[config.mk]
export PLATFORM = sky130hd
export DESIGN_NAME = slcm_ctrl
export DESIGN_NICKNAME = d
export VERILOG_FILES = /design/src/hdl/set_assoc_lru_cache_model_unit_assert.svh /design/src/hdl/slcm_pkg.sv /design/src/hdl/slcm_ctrl.sv
export SDC_FILE = /design/constraint.sdc
export NUM_CORES = 1
export LEC_CHECK = 0
export BUFFER_PORTS_ARGS = -buffer_cell sky130_fd_sc_hd__buf_2
export CELL_PAD_IN_SITES_DETAIL_PLACEMENT = 1
export CELL_PAD_IN_SITES_GLOBAL_PLACEMENT = 1
export CORE_AREA = 2 2 39 41
export CTS_CLUSTER_SIZE = 10
export DETAILED_ROUTE_END_ITERATION = 8
export DIE_AREA = 0 0 41 43
export HOLD_SLACK_MARGIN = 0.06
export PLACE_DENSITY = 0.6
export REMOVE_ABC_BUFFERS = 1
export SLEW_MARGIN = 20
export SYNTH_ARGS = -nofsm -noshare
export SYNTH_HDL_FRONTEND = slang
export SYNTH_SLANG_ARGS = --single-unit
[constraint.sdc]
create_clock -name clk -period 1.3 [get_ports clk]
set_clock_uncertainty 0.1 [all_clocks]
set_input_delay 0.065 -clock clk [delete_from_list [all_inputs] [get_ports clk]]
set_output_delay 0.065 -clock clk [all_outputs]
set_load 0.01 [all_outputs]
[src/hdl/set_assoc_lru_cache_model_unit_assert.svh]
// ----------------------------------------------------------------------------
// Assertion macros for the LRU cache model unit
// Concurrent checks clocked by clk and disabled during reset.
// ----------------------------------------------------------------------------
`ifndef SET_ASSOC_LRU_CACHE_MODEL_UNIT_ASSERT_SVH
`define SET_ASSOC_LRU_CACHE_MODEL_UNIT_ASSERT_SVH
`ifndef SYNTHESIS
`define SLCM_ASSERT_ALWAYS(label, expr) \
  label: assert property (@(posedge clk) disable iff (!rst_n) (expr)) \
    else $error("slcm assertion failed");
`define SLCM_ASSERT_NEXT(label, ante, cons) \
  label: assert property (@(posedge clk) disable iff (!rst_n) (ante) |=> (cons)) \
    else $error("slcm assertion failed");
`else
`define SLCM_ASSERT_ALWAYS(label, expr)
`define SLCM_ASSERT_NEXT(label, ante, cons)
`endif
`endif

[src/hdl/slcm_pkg.sv]
// ----------------------------------------------------------------------------
// slcm_pkg
// Shared constants, command and status types and a saturating increment helper of the cache model.
// ----------------------------------------------------------------------------
package slcm_pkg;

  localparam int WAYS_DEF     = 8;
  localparam int MAX_SETS_DEF = 1024;

  localparam int ADDR_W       = 64;
  localparam int CNT_W        = 48;
  localparam int BSZ_W        = 13;
  localparam int SCNT_W       = 11;
  localparam int CFG_W        = 13;
  localparam int SET_OUT_W    = 10;
  localparam int DIV_DIGITS   = 4;
  localparam int DIV_STEPS    = ADDR_W / DIV_DIGITS;
  localparam int DIV_CNT_W    = $clog2(DIV_STEPS);

  localparam logic [CNT_W-1:0] CNT_MAX = {CNT_W{1'b1}};

  localparam logic REG_BLOCK_BYTES = 1'b0;
  localparam logic REG_SET_COUNT   = 1'b1;

  typedef struct packed {
    logic clr_step;
    logic accept;
    logic start_div2;
    logic mem_read;
    logic update;
    logic load_out;
  } cmd_t;

  typedef struct packed {
    logic clr_last;
    logic div_done;
    logic out_free;
  } status_t;

  function automatic logic [CNT_W-1:0] sat_inc(input logic [CNT_W-1:0] v);
    sat_inc = (v == CNT_MAX) ? CNT_MAX : v + 1'b1;
  endfunction

endpackage

[src/hdl/slcm_ctrl.sv]
// ----------------------------------------------------------------------------
// slcm_ctrl
// Controller: sequences the clearing pass, both divisions, the set read,
// the LRU update and the hand-off to the output register.
// ----------------------------------------------------------------------------
module slcm_ctrl (
  input  logic                clk,
  input  logic                rst_n,
  input  logic                in_valid,
  output logic                in_ready,
  input  slcm_pkg::status_t   st,
  output slcm_pkg::cmd_t      cmd
);

  typedef enum logic [2:0] {
    S_CLEAR,
    S_IDLE,
    S_DIV1,
    S_DIV2,
    S_READ,
    S_DONE
  } state_t;

  state_t state_r;
  state_t state_nxt;

  always_comb begin
    cmd       = '0;
    state_nxt = state_r;
    unique case (state_r)
      S_CLEAR: begin
        cmd.clr_step = 1'b1;
        if (st.clr_last) begin
          state_nxt = S_IDLE;
        end
      end
      S_IDLE: begin
        if (in_valid) begin
          cmd.accept = 1'b1;
          state_nxt  = S_DIV1;
        end
      end
      S_DIV1: begin
        if (st.div_done) begin
          cmd.start_div2 = 1'b1;
          state_nxt      = S_DIV2;
        end
      end
      S_DIV2: begin
        if (st.div_done) begin
          cmd.mem_read = 1'b1;
          state_nxt    = S_READ;
        end
      end
      S_READ: begin
        cmd.update = 1'b1;
        state_nxt  = S_DONE;
      end
      S_DONE: begin
        if (st.out_free) begin
          cmd.load_out = 1'b1;
          state_nxt    = S_IDLE;
        end
      end
      default: state_nxt = S_IDLE;
    endcase
  end

  always_ff @(posedge clk) begin
    if (!rst_n) begin
      state_r <= S_CLEAR;
    end else begin
      state_r <= state_nxt;
    end
  end

  assign in_ready = (state_r == S_IDLE);

endmodule

; ---- Yosys cells after proc, flatten, opt, wreduce, memory -nomap -nowiden
; Cells that the tools add are included.
[word_totals]
ff_bits = 3
inputBits = 6
wordCells = 28
output_inout_bits = 7
[classes]
reduce_logical = 2
n_mux = 15
n_eq_ne = 10
[ops]
columns = op, n
row1 = $pmux 3 s6, 1
row2 = $mux 3, 5
row3 = $ne 2x2->1 const B, 5
row4 = $mux 1, 9
row5 = $eq 3x2->1 const B, 2
row6 = $eq 3x3->1 const B, 2
row7 = $reduce_and 5->1, 1
row8 = $eq 3x1->1 const B, 1
row9 = $logic_not 3->1, 1

; ---- Logic depth before layout (Yosys ltp)
[logic_depth]
word_depth = 3
ltp_mapped = 4
ltp_nobuf = 3

; ---- Worst setup path before layout
; Ideal clock, no wire load.
[synth_timing]
kind = register -> register
from = register state_r[2]
to = register state_r[2]
stages_incl_launch_ff = 4
setup_ps = 115
required_ps = 1085
path_buffers = 0
arrival_time_ps = 849
period_less_slack_ps = 1064
slack_ps = 236
path_cell_list = dfxtp_1 > nor2b_4 > and3_4 > o21a_1
[synth_between]
elab_chain_len = 3
elab_cells_between_ends = 13
cone_classes = eq/ne (10) / mux (1) / reduce/logical (2)
[synth_lines]
columns = element, line
row1 = start: declaration, slcm_ctrl.sv:24  ; state_t state_r;
row2 = start signal: assignment, slcm_ctrl.sv:73  ; state_r <= state_nxt;
row3 = $eq 3x2->1 (tied with other cells), slcm_ctrl.sv:30  ; unique case (state_r)
row4 = $ne 2x2->1 (no line), -
row5 = $reduce_and 5->1 (no line), -
; Several ways; a longest one is shown, not always the timed one.
; A chain may end at the register's enable or synchronous reset.

==> results.md <==
- Fin. Hold Viols: 0
- First-pass GRT wire length: 959 um
- Gate power share: 26.8%
- Synthesized flop and latch total: 3
- Synthesized area per cell: 8.18 um^2
- Post-synthesis simple-gate area fraction: 42.4%
- Die height: 43 um
- Tightest Pin Transition: 251 ps
- Vias in the first global route: 235
- Pre-CTS WS: 180 ps
- Tmin final: 1220 ps
- Synth warn: 0
- Via count: 267
- Fin crit share: 94.2%
- Maximum fanout along the worst path: 4
- Ant diodes: 0
- DPL Wire Length: 452 um
- Die width: 41 um
- XOR/XNOR Fraction of Synth Area: 4.12%
- Sequential Power Share: 28.3%
- DRC viols: 0
- Final worst slack: 75.1 ps
- Clk sinks: 3
- DRT Pass-1 Iters: 2
- Placed Instances: 54
- Sw Ratio: 28.2%
- CP Launch Type: register
- CTS tree: done
- Worst min path class: input pin to register
- Num CTS Buffers: 3
- Final core occ: 26.6%
- MaxCap Viol Count: 0
- Slew headroom: 83.0%
- Biggest regs: state_r x3
- Mapped cell area: 213 um^2
- Clock Latency Late Sink: 240 ps
- Area fraction in compound gates after synthesis: 13.5%
- Post-route ant nets: 0
- RSZ-0062 raised after global routing: no
- Outcome: completed
- Cells after Synth: 26
- Worst-path clk slew: 40 ps
- Antenna violations before repair: 0
- Congestion Overflow GR: 0
- Io pins: 13
- Post-synth top area cell: dfxtp_1
- Starting density of the core: 15.4%
- 1st-iter DRT viols: 1
- Core region area: 1380 um^2
- Pleak: 0.178 nW
- Overall power: 380 uW
- Kind of end point of the critical path: primary output
- Pint: 273 uW
- Crit path kind: register to primary output
- Fin cells: 61
- Tot GR Track Use: 8.52%
- Seq/Total Area, Yosys: 28.2%
- Layout cells sized above 1: 55.6%
- Clock Power Share: 44.9%
- CP arrival: 1060 ps
- Largest net degree at the start of global routing: 12
- Top cell type's share of synthesized area: 28.2%
- Largest register FFs: 3
- Final setup viols: 0
- Total Neg Setup Slack: 0 ps
- Power Dens Cells: 1030 nW/um^2
- Drt via density: 4.38
- # nets final: 52
- Mux contribution to synthesized area: 4.71%
- Max VDD drop: 0.376 mV
- Port Buf Inserts: 12
- CTS H-tree depth: 1
- Top cells by area, synth: dfxtp_1 (28%), nand2_1 (7.1%), nor2b_4 (6.5%), and3_4 (5.3%), buf_6 (5.3%)
- Final Max Tran Viols: 0
- Achievable frequency: 816 MHz
- Routed WL per cell: 10.5 um
- GPL Wtd Cong: 0.596
- Total wire length: 642 um
- Library cells used by synthesis: 17
- Root Buffer: clkbuf_4
- Adder-cell share of the synthesized area: 0%
- Net Sw Power: 107 uW
- Core Rows: 14
- CTS Buffer Depth: 2
- Layout area overhead: 72.9%
- Largest family of logic cells by synthesized area: simple AND/OR/NAND/NOR gates
- Die footprint: 1760 um^2
- Biggest register: state_r
- CP required: 1130 ps
## power groups by stage
stage | logic, mW | clock network, mW | registers (mW)
6_report | 0.102 | 0.170 | 0.107
5_1_grt | 0.112 | 0.197 | 0.109
4_1_cts | 0.0828 | 0.182 | 0.108
3_5_place_dp | 0.0799 | 0 | 0.109
3_3_place_gp | 0.0798 | 0 | 0.108
2_1_floorplan | 0.0391 | 0 | 0.113
## repair_timing
action,in CTS,in global routing
setup endpoints to repair,3,6
hold endpoints to repair,3,0
hold buffers,1,0
resized for setup,1,5
setup buffers,0,2
## kinds of logic (layout without fill, tap and decap cells)
kind of cell / after synthesis / count (layout)
AO/OA/AOI/OAI: 4 / 4
XOR/XNOR: 1 / 1
buffers and inverters: 2 / 21
flip-flops: 3 / 3
multiplexers: 1 / 1
AND/OR/NAND/NOR: 15 / 15
## cell usage in the layout (no fill, tap or decap), drive strengths merged
| cell type | instances |
|---|---|
| o21a | 1 |
| nor3 | 2 |
| a21oi | 2 |
| and3 | 1 |
| nor2b | 1 |
| mux2i | 1 |
| o311a | 1 |
| nor4bb | 1 |
| nand3 | 1 |
| xnor2 | 1 |
| nand2b | 1 |
| nor2 | 3 |
| inv | 1 |
| dfxtp | 3 |
| nor3b | 1 |
| buf | 15 |
| dlygate4sd3 | 1 |
| nand2 | 4 |
| clkbuf | 4 |
## Yosys cell counts
cell type / count
nor4bb_1: 1
nor3b_1: 1
nor2_1: 3
dfxtp_1: 3
o311a_2: 1
a21oi_1: 2
xnor2_1: 1
nor3_1: 2
nand2b_1: 1
and3_4: 1
o21a_1: 1
nand2_1: 4
nor2b_4: 1
buf_6: 1
nand3_1: 1
inv_1: 1
mux2i_1: 1
## metal layers
layer  share of wire (%)  track usage, %
met1                  40            8.63
met2                  50            12.5
met3                 7.8            4.71
met4                 2.0            6.00
met5                   0               0
## area by class of cell
| cell class | instances | area (um^2) |
|---|---|---|
| Timing Repair Buffer | 16 | 109 |
| Sequential cell | 3 | 66.3 |
| Inverter | 1 | 3.75 |
| Fill cell | 175 | 1020 |
| Tap cell | 16 | 20.0 |
| Multi-Input combinational cell | 21 | 143 |
| Clock buffer | 4 | 26.3 |
## final timing paths
check                               start                 endpoint  cells past startpoint  slack, ps
setup reg to reg  state_r[1]$_SDFFE_PN0P_  state_r[0]$_SDFFE_PN0P_                      2        250
hold reg to reg   state_r[2]$_SDFFE_PN0P_  state_r[1]$_SDFFE_PN0P_                      1        440
hold / removal                      st[0]  state_r[2]$_SDFFE_PN0P_                      3         80
setup / recovery  state_r[1]$_SDFFE_PN0P_                   cmd[2]                      3         80
## worst max-delay path, cell delays in order, from the launching register on
cell	delay, ps
dfxtp_4	360
nor2b_4	150
and3_4	180
buf_2	120
## metrics by stage
| step | hold WS, ps | instance area (um^2) |
|---|---|---|
| final | 80.3 | 368 |
| after global routing | 85.0 | 368 |
| after CTS | 76.7 | 327 |
| after detailed placement | 222 | 289 |
| after global placement | 210 | 289 |
| after floorplan | 82.5 | 201 |
(Power assumes the default switching activity.)
